--- src/mor_pkg.sv ---
// ----------------------------------------------------------------------------
// mor_pkg
// Shared constants, types and helpers for the row-reorder max-rectangle block.
// ----------------------------------------------------------------------------
package mor_pkg;

    localparam int MAX_COLS  = 64;
    localparam int MAX_ROWS  = 4096;
    localparam int COL_W     = $clog2(MAX_COLS);
    localparam int NCOLS_W   = $clog2(MAX_COLS + 1);
    localparam int CFG_W     = 7;
    localparam int ADDR_W    = 2 * COL_W;
    localparam int DEPTH     = MAX_COLS * MAX_COLS;
    localparam int CNT_W     = $clog2(MAX_ROWS + 1);
    localparam int WID_W     = NCOLS_W;
    localparam int PROD_W    = WID_W + CNT_W;
    localparam int AREA_W    = 19;
    localparam int AREA_MAX  = (1 << AREA_W) - 1;
    localparam int Q_DEPTH   = 4;
    localparam int Q_PTR_W   = $clog2(Q_DEPTH);
    localparam int Q_CNT_W   = $clog2(Q_DEPTH + 1);
    localparam int DRAIN_W   = 2;
    localparam int DRAIN_LEN = 3;

    // one command handed from the front to the back
    typedef struct packed {
        logic             one;
        logic             last;
        logic [COL_W-1:0] col;
        logic [COL_W-1:0] st;
    } t_cell_cmd;

    typedef enum logic [2:0] {
        ST_INIT,
        ST_IDLE,
        ST_UPDATE,
        ST_SWEEP,
        ST_DRAIN,
        ST_EMIT
    } t_back_state;

    // clamp the column register into 1..MAX_COLS
    function automatic logic [NCOLS_W-1:0] eff_cols(input logic [CFG_W-1:0] v);
        logic [NCOLS_W-1:0] res;
        if (v == '0) begin
            res = NCOLS_W'(1);
        end else if (CFG_W'(v) > CFG_W'(MAX_COLS)) begin
            res = NCOLS_W'(MAX_COLS);
        end else begin
            res = NCOLS_W'(v);
        end
        return res;
    endfunction

endpackage

--- src/mor_ifs.sv ---
// ----------------------------------------------------------------------------
// mor_ifs
// Valid/ready channel interfaces: cell input, area output, column config.
// ----------------------------------------------------------------------------
interface mor_in_if;
    logic valid;
    logic ready;
    logic cell_req;
    logic last;
    modport source(output valid, output cell_req, output last, input ready);
    modport sink(input valid, input cell_req, input last, output ready);
endinterface


--- src/mor_front.sv ---
// ----------------------------------------------------------------------------
// mor_front
// Accept cells, track column and run start, queue ones and end-of-matrix marks.
// ----------------------------------------------------------------------------
module mor_front (
    input  logic                          i_clk,
    input  logic                          i_rst_n,
    input  logic [mor_pkg::NCOLS_W-1:0]   i_cols,
    input  logic                          i_block,
    input  logic                          i_q_full,
    mor_in_if.sink                        i_in,
    output logic                          o_push,
    output mor_pkg::t_cell_cmd            o_cmd
);
    logic [mor_pkg::COL_W-1:0]   r_column_pos, n_column_pos;
    logic [mor_pkg::COL_W-1:0]   r_run_start, n_run_start;
    logic [mor_pkg::NCOLS_W-1:0] w_cols_dec;
    logic [mor_pkg::COL_W-1:0]   w_last_col;
    logic [mor_pkg::COL_W-1:0]   w_col;
    logic [mor_pkg::COL_W-1:0]   w_st;
    logic                        w_accept;

    assign w_cols_dec = i_cols - mor_pkg::NCOLS_W'(1);
    assign w_last_col = w_cols_dec[mor_pkg::COL_W-1:0];
    assign w_col      = (r_column_pos >= w_last_col) ? w_last_col : r_column_pos;
    assign w_st       = (r_run_start > w_col) ? w_col : r_run_start;

    assign i_in.ready = !i_q_full && !i_block;
    assign w_accept   = i_in.valid && i_in.ready;

    // zero cells that do not end the matrix only move the position
    assign o_push     = w_accept && (i_in.cell_req || i_in.last);
    assign o_cmd.one  = i_in.cell_req;
    assign o_cmd.last = i_in.last;
    assign o_cmd.col  = w_col;
    assign o_cmd.st   = w_st;

    always_comb begin
        n_column_pos = r_column_pos;
        n_run_start  = r_run_start;
        if (w_accept) begin
            if (!i_in.cell_req) begin
                n_run_start = w_col + mor_pkg::COL_W'(1);
            end
            if (w_col == w_last_col || i_in.last) begin
                n_column_pos = '0;
                n_run_start  = '0;
            end else begin
                n_column_pos = w_col + mor_pkg::COL_W'(1);
            end
        end
    end

    always_ff @(posedge i_clk) begin
        if (!i_rst_n) begin
            r_column_pos <= '0;
            r_run_start  <= '0;
        end else begin
            r_column_pos <= n_column_pos;
            r_run_start  <= n_run_start;
        end
    end
endmodule

--- src/flat_wrapper.sv ---
// flat-port wrapper written by rule: the top's interface ports become plain ports
module mor_front_flat 
  (i_clk, i_rst_n, i_cols, i_block, i_q_full, o_push, o_cmd, i_in_valid, i_in_cell_req, i_in_last, i_in_ready);
  mor_in_if i_in_i ();
  input  logic i_clk;
  input  logic i_rst_n;
  input  logic [mor_pkg::NCOLS_W-1:0] i_cols;
  input  logic i_block;
  input  logic i_q_full;
  output logic o_push;
  output mor_pkg::t_cell_cmd o_cmd;
  input wire logic [$bits(i_in_i.valid)-1:0] i_in_valid;
  input wire logic [$bits(i_in_i.cell_req)-1:0] i_in_cell_req;
  input wire logic [$bits(i_in_i.last)-1:0] i_in_last;
  output wire logic [$bits(i_in_i.ready)-1:0] i_in_ready;
  assign i_in_i.valid = i_in_valid;
  assign i_in_i.cell_req = i_in_cell_req;
  assign i_in_i.last = i_in_last;
  assign i_in_ready = i_in_i.ready;
  mor_front u_core (.i_clk(i_clk), .i_rst_n(i_rst_n), .i_cols(i_cols), .i_block(i_block), .i_q_full(i_q_full), .i_in(i_in_i), .o_push(o_push), .o_cmd(o_cmd));
endmodule
--- config.mk ---
export PLATFORM = sky130hd
export DESIGN_NAME = mor_front_flat
export DESIGN_NICKNAME = d
export VERILOG_FILES = /design/src/mor_pkg.sv /design/src/mor_ifs.sv /design/src/mor_front.sv /design/src/flat_wrapper.sv
export SDC_FILE = /design/constraint.sdc
export NUM_CORES = 1
export LEC_CHECK = 0
export ABC_AREA = 1
export BUFFER_PORTS_ARGS = -buffer_cell sky130_fd_sc_hd__buf_2
export CAP_MARGIN = 15
export CELL_PAD_IN_SITES_DETAIL_PLACEMENT = 2
export CELL_PAD_IN_SITES_GLOBAL_PLACEMENT = 2
export CORE_UTILIZATION = 29
export CTS_CLUSTER_SIZE = 30
export DETAILED_ROUTE_END_ITERATION = 10
export GPL_TIMING_DRIVEN = 0
export PLACE_DENSITY = 0.83
export SKIP_LAST_GASP = 1
export SYNTH_ARGS = -nofsm -noshare
export SYNTH_HDL_FRONTEND = slang
export SYNTH_SLANG_ARGS = --single-unit
export TNS_END_PERCENT = 1
--- constraint.sdc ---
create_clock -name i_clk -period 3.6 [get_ports i_clk]
set_input_delay 0.36 -clock i_clk [delete_from_list [all_inputs] [get_ports i_clk]]
set_output_delay 0.36 -clock i_clk [all_outputs]
set_load 0.1 [all_outputs]
==> out/metrics.cfg <==
[timing]
finalSetupViolations=0
fin_worst_skew_ns=0.00121
whs_ns=0.368
period_needed_ns=3.49
worst_slew_pin_slew_ns=0.498
layout_worst_path_cycle_share=0.969
fmax_mhz=287
maxSlewViolCount=0
slew_headroom=0.670
hold_violations=0

[power]
comb_power_share=0.635
power.share.switching=0.533
p_seq_frac=0.194
vdd_ir_drop_max_v=0.000242
power_mw=0.776
total_leakage_power_nw=0.982
pwr-share-clk=0.171
p_per_area_nw_per_um2=388
power_switching_mw=0.414
p_int_mw=0.362

[floorplanning]
pin_count=30
rows=24
core_area_sq_um=4470
chipHeight_microns=71.0
die-area_sq_um=5040
die_x_microns=71.0
initial_utilization=0.308

[finish]
syn2layout_area_growth_pct=45.1
antenna_cells=0
stdcell_count=297
nets=270
drive_gt1_frac=0.433
final_area_sq_um=2000

[grt]
grt_overflow_total=0
track_usage=0.231
grt_start_max_net_pins=11
grt_first_pass_wirelength_mm=8.94
grt_pass1_vias=1778
antenna_found_initial=0

[synthesis]
syn_nets=229
synth_cell_types=27
synthCells=206
yosysWarnings=0
synth-seq-cells=12
syn-cell-area_sq_um=1380
synth.area.top_cells=dfxtp_1, nand2_1, nand3_1
synth_top_area_share=0.174
avgSynthCellArea_sq_um=6.70
synth_top_cell_by_area=dfxtp_1
synth-seq-area-share=0.174

[placement]
place_congestion=0.771
dp_cells=286
dp_hpwl_mm=3.77
io_buffers=28
place_area_sq_um=1660

[min_path]
min_path_type=input port to flip-flop
min_path_cells=3

[clock_network]
cts_root_buf=clkbuf_8
clock_tree.buffer_depth=2
clk_latency_ns=0.25
cts_buffers=3
cts_tree=yes
cts_hold_buf=0
htree_levels=1
path_clk_slew_ns=0.06
cts_sinks=12

[critical_path]
cp.arrival_ns=3.13
critical_path_class=input port to output pin
cp-end-kind=output pin
crit_fanout=7
r2r_cells=22
critical_path.startpoint_type=input port
required_ns=3.24

[run]
cap_viol_max_count=0

[route]
via_per_inst=5.21
remaining_drc_errors=0
final_antenna_net_count=0
routedWlPerCell_microns=19.3
drtPass1Iterations=6
drt-initial-drc-count=56
wl_mm=5.74
vias=1548

[run_status]
status=finished, final reports clean

-- final timing paths --
check	startpoint	to	slack, ns
worst max register to register	u_core.r_column_pos[0]$_SDFFE_PN0P_	u_core.r_column_pos[4]$_SDFFE_PN0P_	0.66
worst min register to register	u_core.r_column_pos[0]$_SDFFE_PN0P_	u_core.r_column_pos[0]$_SDFFE_PN0P_	0.57
worst min-delay path	i_rst_n	u_core.r_run_start[4]$_SDFFE_PN0P_	0.37
worst max-delay path	i_cols[0]	o_cmd[4]	0.11
-- cells in the mapped netlist, drive strengths merged --
| master | number |
|---|---|
| buf | 3 |
| a21oi | 13 |
| dfxtp | 12 |
| ha | 9 |
| o21ai | 14 |
| nand3 | 30 |
| nand2 | 61 |
| or2 | 1 |
| nor3 | 1 |
| xnor2 | 1 |
| o21bai | 3 |
| nor2 | 18 |
| nand4 | 6 |
| xor2 | 3 |
| inv | 29 |
| clkbuf | 2 |
-- per-layer routing --
metal / share of wire / wire length, microns / track usage / vias up
li1: - / - / - / 750
met1: 0.42 / 2410 / 0.255 / 762
met2: 0.55 / 3130 / 0.464 / 28
met3: 0.023 / 133 / 0.0399 / 8
met4: 0.011 / 66 / 0.0311 / 0
met5: 0 / 0 / 0 / -
-- timing repair --
item	CTS	global route
setup endpoints to repair	6	6
pin swaps	3	10
buffers inserted	5	4
resized for setup	36	23
-- registers in the layout (all words and copies together), names as in the netlist --
signal	flops
u_core.r_run_start	6
u_core.r_column_pos	6
-- cells by family after synthesis --
kind of cell | count (synthesis) | share of synthesized area
and+or+nand+nor | 117 | 0.473
DFF | 12 | 0.174
buffers and inverters | 34 | 0.110
AOI/OAI and AO/OA | 30 | 0.136
xor gates and xnor gates | 4 | 0.0254
adders and majority gates | 9 | 0.0816
-- per-stage QoR --
| step | setup TNS (ns) | worst slack (ns) | util |
|---|---|---|---|
| after floorplan | -0.0526 | -0.0138 | - |
| after global placement | -2.14 | -0.374 | 0.371 |
| after detailed placement | -2.93 | -0.508 | 0.371 |
| after CTS | 0 | 0.0315 | 0.420 |
| after global routing | -0.122 | -0.0288 | 0.447 |
| final | 0 | 0.113 | 0.447 |
-- layout make-up --
class,count,area [sq um]
Inverter,29,114
Sequential cell,12,241
Tap cell,52,65.1
Timing Repair Buffer,37,307
Clock buffer,3,41.3
Multi-Input combinational cell,160,1210
Fill cell,510,2470
Buffer,4,22.5
-- worst max-delay path: stages --
cell     delay, ns
buf_4         0.11
inv_4         0.04
ha_4          0.18
xnor2_4       0.15
ha_1          0.29
nand2_1       0.06
nand2_1       0.10
nand2_2       0.08
nand2_2       0.10
nand3_4       0.09
nand2_4       0.14
nand2_2       0.08
nand2_4       0.09
inv_4         0.05
ha_4          0.25
nand2_2       0.06
nor2_4        0.14
nand4_4       0.20
nand2_8       0.21
nand2_4       0.07
nand2_4       0.08
buf_12        0.17
-- power by group through the flow --
stage / registers, mW / clock network (mW) / logic, mW
finish: 0.150 / 0.133 / 0.493
global route: 0.151 / 0.139 / 0.518
CTS: 0.148 / 0.130 / 0.450
detailed placement: 0.150 / 0 / 0.388
global placement: 0.150 / 0 / 0.373
floorplan: 0.147 / 0 / 0.315
-- placed cells by master, fill, tap and decap left out, drive strengths merged --
cell    synthesis  layout
dfxtp          12      12
nand2          61      61
inv            29      29
xor2            3       3
o21bai          3       3
a21oi          13      13
clkbuf          2       5
nand4           6       6
nor3            1       1
ha              9       9
nor2           18      18
or2             1       1
o21ai          14      14
nand3          30      30
buf             3      39
xnor2           1       1
Note: power is estimated with default switching activity, not from simulation.
