### src/mor_pkg.sv
// ----------------------------------------------------------------------------
// mor_pkg
// Shared constants, types and helpers for the row-reorder max-rectangle block.
// ----------------------------------------------------------------------------
package mor_pkg;

    localparam int MAX_COLS  = 64;
    localparam int MAX_ROWS  = 4096;
    localparam int COL_W     = $clog2(MAX_COLS);
    localparam int NCOLS_W   = $clog2(MAX_COLS + 1);
    localparam int CFG_W     = 7;
    localparam int ADDR_W    = 2 * COL_W;
    localparam int DEPTH     = MAX_COLS * MAX_COLS;
    localparam int CNT_W     = $clog2(MAX_ROWS + 1);
    localparam int WID_W     = NCOLS_W;
    localparam int PROD_W    = WID_W + CNT_W;
    localparam int AREA_W    = 19;
    localparam int AREA_MAX  = (1 << AREA_W) - 1;
    localparam int Q_DEPTH   = 4;
    localparam int Q_PTR_W   = $clog2(Q_DEPTH);
    localparam int Q_CNT_W   = $clog2(Q_DEPTH + 1);
    localparam int DRAIN_W   = 2;
    localparam int DRAIN_LEN = 3;

    // one command handed from the front to the back
    typedef struct packed {
        logic             one;
        logic             last;
        logic [COL_W-1:0] col;
        logic [COL_W-1:0] st;
    } t_cell_cmd;

    typedef enum logic [2:0] {
        ST_INIT,
        ST_IDLE,
        ST_UPDATE,
        ST_SWEEP,
        ST_DRAIN,
        ST_EMIT
    } t_back_state;

    // clamp the column register into 1..MAX_COLS
    function automatic logic [NCOLS_W-1:0] eff_cols(input logic [CFG_W-1:0] v);
        logic [NCOLS_W-1:0] res;
        if (v == '0) begin
            res = NCOLS_W'(1);
        end else if (CFG_W'(v) > CFG_W'(MAX_COLS)) begin
            res = NCOLS_W'(MAX_COLS);
        end else begin
            res = NCOLS_W'(v);
        end
        return res;
    endfunction

endpackage

### src/mor_queue.sv
// ----------------------------------------------------------------------------
// mor_queue
// Short command FIFO between the front and the back.
// ----------------------------------------------------------------------------
module mor_queue (
    input  logic                i_clk,
    input  logic                i_rst_n,
    input  logic                i_push,
    input  mor_pkg::t_cell_cmd  i_cmd,
    input  logic                i_pop,
    output mor_pkg::t_cell_cmd  o_cmd,
    output logic                o_valid,
    output logic                o_full
);
    mor_pkg::t_cell_cmd                 r_slot [mor_pkg::Q_DEPTH];
    logic [mor_pkg::Q_PTR_W-1:0]        r_wr_ptr;
    logic [mor_pkg::Q_PTR_W-1:0]        r_rd_ptr;
    logic [mor_pkg::Q_CNT_W-1:0]        r_count;
    logic                               w_push;
    logic                               w_pop;

    assign o_valid = (r_count != '0);
    assign o_full  = (r_count == mor_pkg::Q_CNT_W'(mor_pkg::Q_DEPTH));
    assign o_cmd   = r_slot[r_rd_ptr];
    assign w_push  = i_push && !o_full;
    assign w_pop   = i_pop && o_valid;

    always_ff @(posedge i_clk) begin
        if (w_push) begin
            r_slot[r_wr_ptr] <= i_cmd;
        end
    end

    always_ff @(posedge i_clk) begin
        if (!i_rst_n) begin
            r_wr_ptr <= '0;
            r_rd_ptr <= '0;
            r_count  <= '0;
        end else begin
            if (w_push) begin
                r_wr_ptr <= r_wr_ptr + mor_pkg::Q_PTR_W'(1);
            end
            if (w_pop) begin
                r_rd_ptr <= r_rd_ptr + mor_pkg::Q_PTR_W'(1);
            end
            case ({w_push, w_pop})
                2'b10:   r_count <= r_count + mor_pkg::Q_CNT_W'(1);
                2'b01:   r_count <= r_count - mor_pkg::Q_CNT_W'(1);
                default: r_count <= r_count;
            endcase
        end
    end
endmodule

### config.mk
export PLATFORM = sky130hd
export DESIGN_NAME = mor_queue
export DESIGN_NICKNAME = d
export VERILOG_FILES = /design/src/mor_pkg.sv /design/src/mor_queue.sv
export SDC_FILE = /design/constraint.sdc
export NUM_CORES = 1
export LEC_CHECK = 0
export BUFFER_PORTS_ARGS = -buffer_cell sky130_fd_sc_hd__buf_2
export CORE_ASPECT_RATIO = 0.5
export CORE_MARGIN = 2
export CORE_UTILIZATION = 35
export CTS_CLUSTER_SIZE = 20
export DETAILED_ROUTE_END_ITERATION = 8
export SYNTH_ARGS = -nofsm -noshare
export SYNTH_HDL_FRONTEND = slang
export SYNTH_SLANG_ARGS = --single-unit
### constraint.sdc
create_clock -name i_clk -period 2.5 [get_ports i_clk]
set_clock_uncertainty 0.05 [all_clocks]
set_input_delay 0.75 -clock i_clk [delete_from_list [all_inputs] [get_ports i_clk]]
set_output_delay 0.75 -clock i_clk [all_outputs]
set_load 0.1 [all_outputs]
==> results of run 1 <==
[critical path, cell delays in order, from the launching register on]
cell and delay (ns):
dfxtp_4 0.38, buf_12 0.14, mux4_1 0.57, buf_6 0.21
[routing by layer]
layer / vias up / global-route usage, % / routed length, um
met4: 0 / 6.74 / 92
met5: - / 0 / 0
met2: 35 / 18.9 / 2100
met3: 9 / 4.61 / 192
li1: 585 / - / -
met1: 635 / 15.3 / 1960
[what timing repair did]
action / CTS / global route
resized for setup: 13 / 11
pin swaps: 0 / 0
gates cloned: 0 / 1
endpoints found under the setup margin: 9 / 9
[area by class of cell]
class | instances | area, um^2
Multi-Input combinational cell | 49 | 634
Clock inverter | 6 | 115
Clock buffer | 10 | 229
Tap cell | 92 | 115
Inverter | 6 | 25.0
Fill cell | 570 | 3560
Timing Repair Buffer | 41 | 309
Sequential cell | 65 | 1870
[flip-flops by register name (all words and copies together), names as in the netlist, named ones only]
name,flops
r_rd_ptr,2
r_wr_ptr,2
r_count,3
r_slot,56
[how the worst max path moves through the flow]
stage,from,end,slack [ns],cells past startpoint
after floorplan,r_count[0],r_count[2],-0.27,10
after global placement,i_pop,r_count[2],0.23,8
after detailed placement,i_pop,r_count[2],0.17,8
after CTS,register,o_cmd[13],-0.002,3
after global routing,register,o_cmd[4],0.02,3
final,register,o_cmd[4],0.08,3
[stage by stage]
step	power [mW]	area (um^2)	worst slack [ns]	hold WS (ns)	setup TNS, ns
detailed placement	3.04	2880	0.171	0.446	0
global placement	3.02	2880	0.230	0.431	0
floorplan	2.80	2580	-0.266	0.418	-0.365
global route	4.76	3300	0.0184	0.503	0
CTS	4.54	3250	-0.00160	0.453	-0.00160
finish	4.57	3300	0.0762	0.453	0
[cell usage in the layout, fill, tap and decap left out, types with 5 or more instances in the layout]
cell type  count
buf_4         12
buf_6          5
dfxtp_1        5
and2_1         7
nand2_1        5
buf_2         19
edfxtp_1      56
clkbuf_16     10
mux4_2        11
[power breakdown]
part / leakage, nW / switching, mW / internal, mW
combinational: 0.410 / 1.21 / 0.524
clock: 0.163 / 0.443 / 0.978
sequential: 0.590 / 0.0825 / 1.33
total: 1.16 / 1.74 / 2.83
[cells by family (layout without fill, tap and decap cells)]
family                     Yosys count  after routing
adders and majority gates            6              6
xor gates and xnor gates             4              4
DFF                                 65             65
and+or+nand+nor                     18             18
buffers and inverters               11             63
AOI/OAI and AO/OA                    5              5
muxes                               16             16
==> results.toml, run 1 <==
[flow_run]
maxCapViolCount = 0

[min_path]
hold_end = "r_wr_ptr[0]"
hold_class = "reg -> reg"
min_path_cells = 2
holdCritStartpoint = "r_wr_ptr[0]"

[placement]
dp_cells = 252
port_buffers = 33
gp_congestion = 0.680

[synth]
ys_warn_count = 0
yosysMostFrequentCell = "edfxtp_1"
synth-compound-area-share_pct = 1.67
synth_simple_gate_area_share_pct = 4.17
synth_top_family_by_area = "multiplexers"
synth_cells = 125
synth_commonest_cells = "edfxtp_1 (56), mux4_2 (10), dfxtp_1 (9)"
synthXorXnorAreaFrac_pct = 1.37
synth-adder-area-share_pct = 3.24
synth.distinct_cells = 23
synth_edf_count = 56
synth.net_count = 149
syn_avg_cell_area_um2 = 20.4
synthMuxAreaShare_pct = 13.7
async_flop_share_pct = 0
synth_top_area_share_pct = 65.9
ys_seq_area_share_pct = 72.9
synth_area_leader_cell = "edfxtp_1"
ys_ff_latch = 65
synth_area_mm2 = 0.00255
synth_flop_cell = "edfxtp_1"
synth_area_leaders = "edfxtp_1 (66%), mux4_2 (8.8%), dfxtp_1 (7.1%), mux4_1 (4.1%), ha_1 (2.5%)"

[clocking]
cts_setup_buffers = 0
clock_latency_ns = 0.32
cts_buffers = 9
clock_path_buffers = 2
clk_pin_slew_ns = 0.05
hold_buffers = 0
cts.sinks = 65
htree_levels = 3
cts_root_buffer = "clkbuf_16"
cts_tree = "built"

[sta]
hold_viol_final = 0
tightest_slew_ns = 0.485
fmax_mhz = 413
rsz0062_at_grt = "no"
relSlewSlack_pct = 67.9
finalCriticalPeriod_ns = 2.42
slew_viol_final = 0
period_share_pct = 97.0
setup_viol = 0

[layout]
drive_above_1_share_pct = 43.5
syn_to_final_growth_pct = 29.3
finalNetCount = 196
fin_util_pct = 48.1
finalNonFillerCells = 269
diodes = 0

[worst_setup_path]
reg2reg_from = "r_count[2]"
crit_path_end_kind = "primary output"
cp.required_ns = 1.70
ff2ff_setup_slack_ns = 0.51
crit_fanout = 7
cp.arrival_ns = 1.62
worstSetupPathType = "reg -> out"
regToRegEndpoint = "r_count[2]"
reg2reg_depth = 9
critPathLaunchType = "register"

[route]
drt-vias-per-instance = 4.70
ant_nets = 0
wl_mm = 4.35
dr.pass1.iters = 4
drt-initial-drc-count = 50
vias = 1264
wl_per_cell_um = 16.2
drt_drc_violations_left = 0

[global_routing]
antenna_found_initial = 0
grt_pass1_wl_mm = 7.18
grt_pass1_vias = 1366
grt-ovfl-total = 0
grt_max_degree = 15
track_usage_pct = 12.3

[power]
leakage_nw = 1.16
powerDensity_mw_per_mm2 = 1390
vdd_drop_max_mv = 0.680

[die]
num_rows = 21
die_area_mm2 = 0.00803
die_y_um = 64.4
fp.coreArea_mm2 = 0.00686
die_w_um = 125
io_pins = 34
start_util_pct = 37.2

[run_status]
run_status = "completed"
(Power assumes the default switching activity.)
==> run 2: changes to the inputs <==
==> constraint.sdc (replaced) <==
create_clock -name i_clk -period 2.24 [get_ports i_clk]
set_clock_uncertainty 0.05 [all_clocks]
set_input_delay 0.672 -clock i_clk [delete_from_list [all_inputs] [get_ports i_clk]]
set_output_delay 0.672 -clock i_clk [all_outputs]
set_load 0.1 [all_outputs]
==> run 2 against run 1 <==
Compared with the run above:
- the run now ends with negative setup slack left
- cell area rose by 3.1%
- clock power is 3% higher
- register-to-register slack got worse by 0.31 ns
- via count decreased by 1.0%
- critical path depth is the same
- routed wire length is 1.6% lower
- combinational power grew 22%
- sequential share of layout area fell by 1.7 points
- die area stayed put
- worst setup slack worse by 0.15 ns
- critical endpoint is now o_cmd[8]
==> results.toml, run 2 (synthesis results as in run 1) <==
[run_status]
run_status = "complete, but fails checks"
violations = "negative setup slack"

[layout]
layout_common_cells = "edfxtp_1 (56), buf_2 (19), mux4_2 (14)"
diodes = 0
mostFrequentLayoutCell = "edfxtp_1"
reg_top3 = "r_slot (56), r_count (3)"
finalNonFillerCells = 270
design_area_mm2 = 0.00340
largest_register_ffs = 56
fillers = 553
top_register = "r_slot"
finalNetCount = 197
syn_to_final_growth_pct = 33.2
seq_area_mm2 = 0.00187
drive_above_1_share_pct = 45.5
multi_input_area_um2 = 623

[worst_setup_path]
ff2ff_setup_slack_ns = 0.20
crit_fanout = 7
worstSetupPathType = "reg -> out"
regToRegEndpoint = "r_count[2]"
cp.arrival_ns = 1.59
cp.required_ns = 1.52
crit_path_end_kind = "primary output"
reg2reg_depth = 9
critPathLaunchType = "register"
reg2reg_from = "r_count[2]"
endpoint = "o_cmd[8]"

[clocking]
cts.sinks = 65
cts_buffers = 9
clock_latency_ns = 0.32
cts_tree = "built"
clk_pin_slew_ns = 0.05
cts_root_buffer = "clkbuf_16"
clock_path_buffers = 2
cts_setup_buffers = 0
htree_levels = 3

[global_routing]
met1_usage_pct = 14.0
grt_util_met2_pct = 19.5
grt_pass1_wl_mm = 6.80
grt-ovfl-total = 0
met3_usage_pct = 5.61
track_usage_pct = 12.0
busiest_layer = "met2"
grt_max_degree = 15
grt_pass1_vias = 1300
antenna_found_initial = 0

[sta]
setup_viol = 14
setup_ws_ns = -0.0740
finalCriticalPeriod_ns = 2.31
relSlewSlack_pct = 67.9
rsz0062_at_grt = "yes"
fmax_mhz = 432
tightest_slew_ns = 0.485
period_share_pct = 103
tns_ns = -0.734
slew_viol_final = 0
hold_viol_final = 0

[placement]
dp_cells = 253
port_buffers = 33
dp_hpwl_mm = 2.64
dp_slack_ns = -0.00524
dpl_cell_area_mm2 = 0.00295
gp_congestion = 0.658

[die]
num_rows = 21
io_pins = 34
die_y_um = 64.4
fp.coreArea_mm2 = 0.00686
start_util_pct = 37.2
die_area_mm2 = 0.00803
die_w_um = 125

[route]
drt_drc_violations_left = 0
dr.pass1.iters = 4
wl_mm = 4.28
drt-initial-drc-count = 52
vias = 1251
ant_nets = 0
drt-vias-per-instance = 4.63
wl_per_cell_um = 15.8

[power]
p_int_mw = 3.20
power_mw = 5.17
leakage_nw = 1.18
powerDensity_mw_per_mm2 = 1520
switchingPower_mw = 1.97
p_clk_share_pct = 28.3
seq_power_share_pct = 30.6
switching_share_pct = 38.1
vdd_drop_max_mv = 0.764
comb_power_share_pct = 41.2

[min_path]
hold_class = "reg -> reg"
holdCritStartpoint = "r_wr_ptr[1]"

[flow_run]
maxCapViolCount = 0
==> run 2: changes by cell type in the layout (fill, tap and decap cells not counted), sizes merged <==
cell and delta:
clkinvlp +1, inv -1, clkbuf -4, clkinv +1, buf +5, bufinv -1
==> run 2: timing repair <==
item / 4_1_cts / 5_1_grt
hold buffers: 0 / 0
setup endpoints to repair: 14 / 14
resized for setup: 41 / 1
cloned: 1 / 0
==> run 2: power by group through the flow <==
| stage | registers, mW | clock network, mW | logic [mW] |
|---|---|---|---|
| floorplan | 1.56 | 0 | 1.57 |
| global placement | 1.57 | 0 | 1.84 |
| detailed placement | 1.58 | 0 | 1.86 |
| CTS | 1.58 | 1.50 | 2.15 |
| global route | 1.59 | 1.56 | 2.21 |
| finish | 1.58 | 1.46 | 2.13 |
==> run 2: per-layer routing <==
metal	routed length, um	share of wire, %	vias up
met1	1960	46	637
li1	-	-	585
met5	0	0	-
met2	2120	49	23
met3	152	3.6	6
met4	50	1.2	0
==> run 2: final cells by class <==
cell class / count / share of cell area (%)
multi-input combinational: 49 / 18.3
clock buffer: 10 / 6.73
tap: 92 / 3.38
sequential: 65 / 55.0
clock inverter: 6 / 2.72
timing repair buffer: 42 / 13.1
inverter: 6 / 0.736
==> run 2: worst min-delay path by stage <==
stage / slack, ns / to / cells after the start
global route: 0.48 / r_wr_ptr[1] / 2
detailed placement: 0.45 / r_wr_ptr[1] / 2
global placement: 0.43 / r_wr_ptr[1] / 2
CTS: 0.46 / r_wr_ptr[1] / 2
floorplan: 0.42 / r_wr_ptr[1] / 2
finish: 0.45 / r_wr_ptr[1] / 2
==> run 2: worst max-delay path, stage by stage, from the launching register on <==
cell and delay [ns]:
dfxtp_4 0.39, buf_12 0.15, mux4_2 0.53, buf_6 0.21
==> run 2: stage by stage <==
step | utilization (%) | hold WS, ns
3_5_place_dp | 43.0 | 0.451
2_1_floorplan | - | 0.418
6_report | 49.6 | 0.448
4_1_cts | 49.5 | 0.458
3_3_place_gp | 43.0 | 0.431
5_1_grt | 49.6 | 0.480
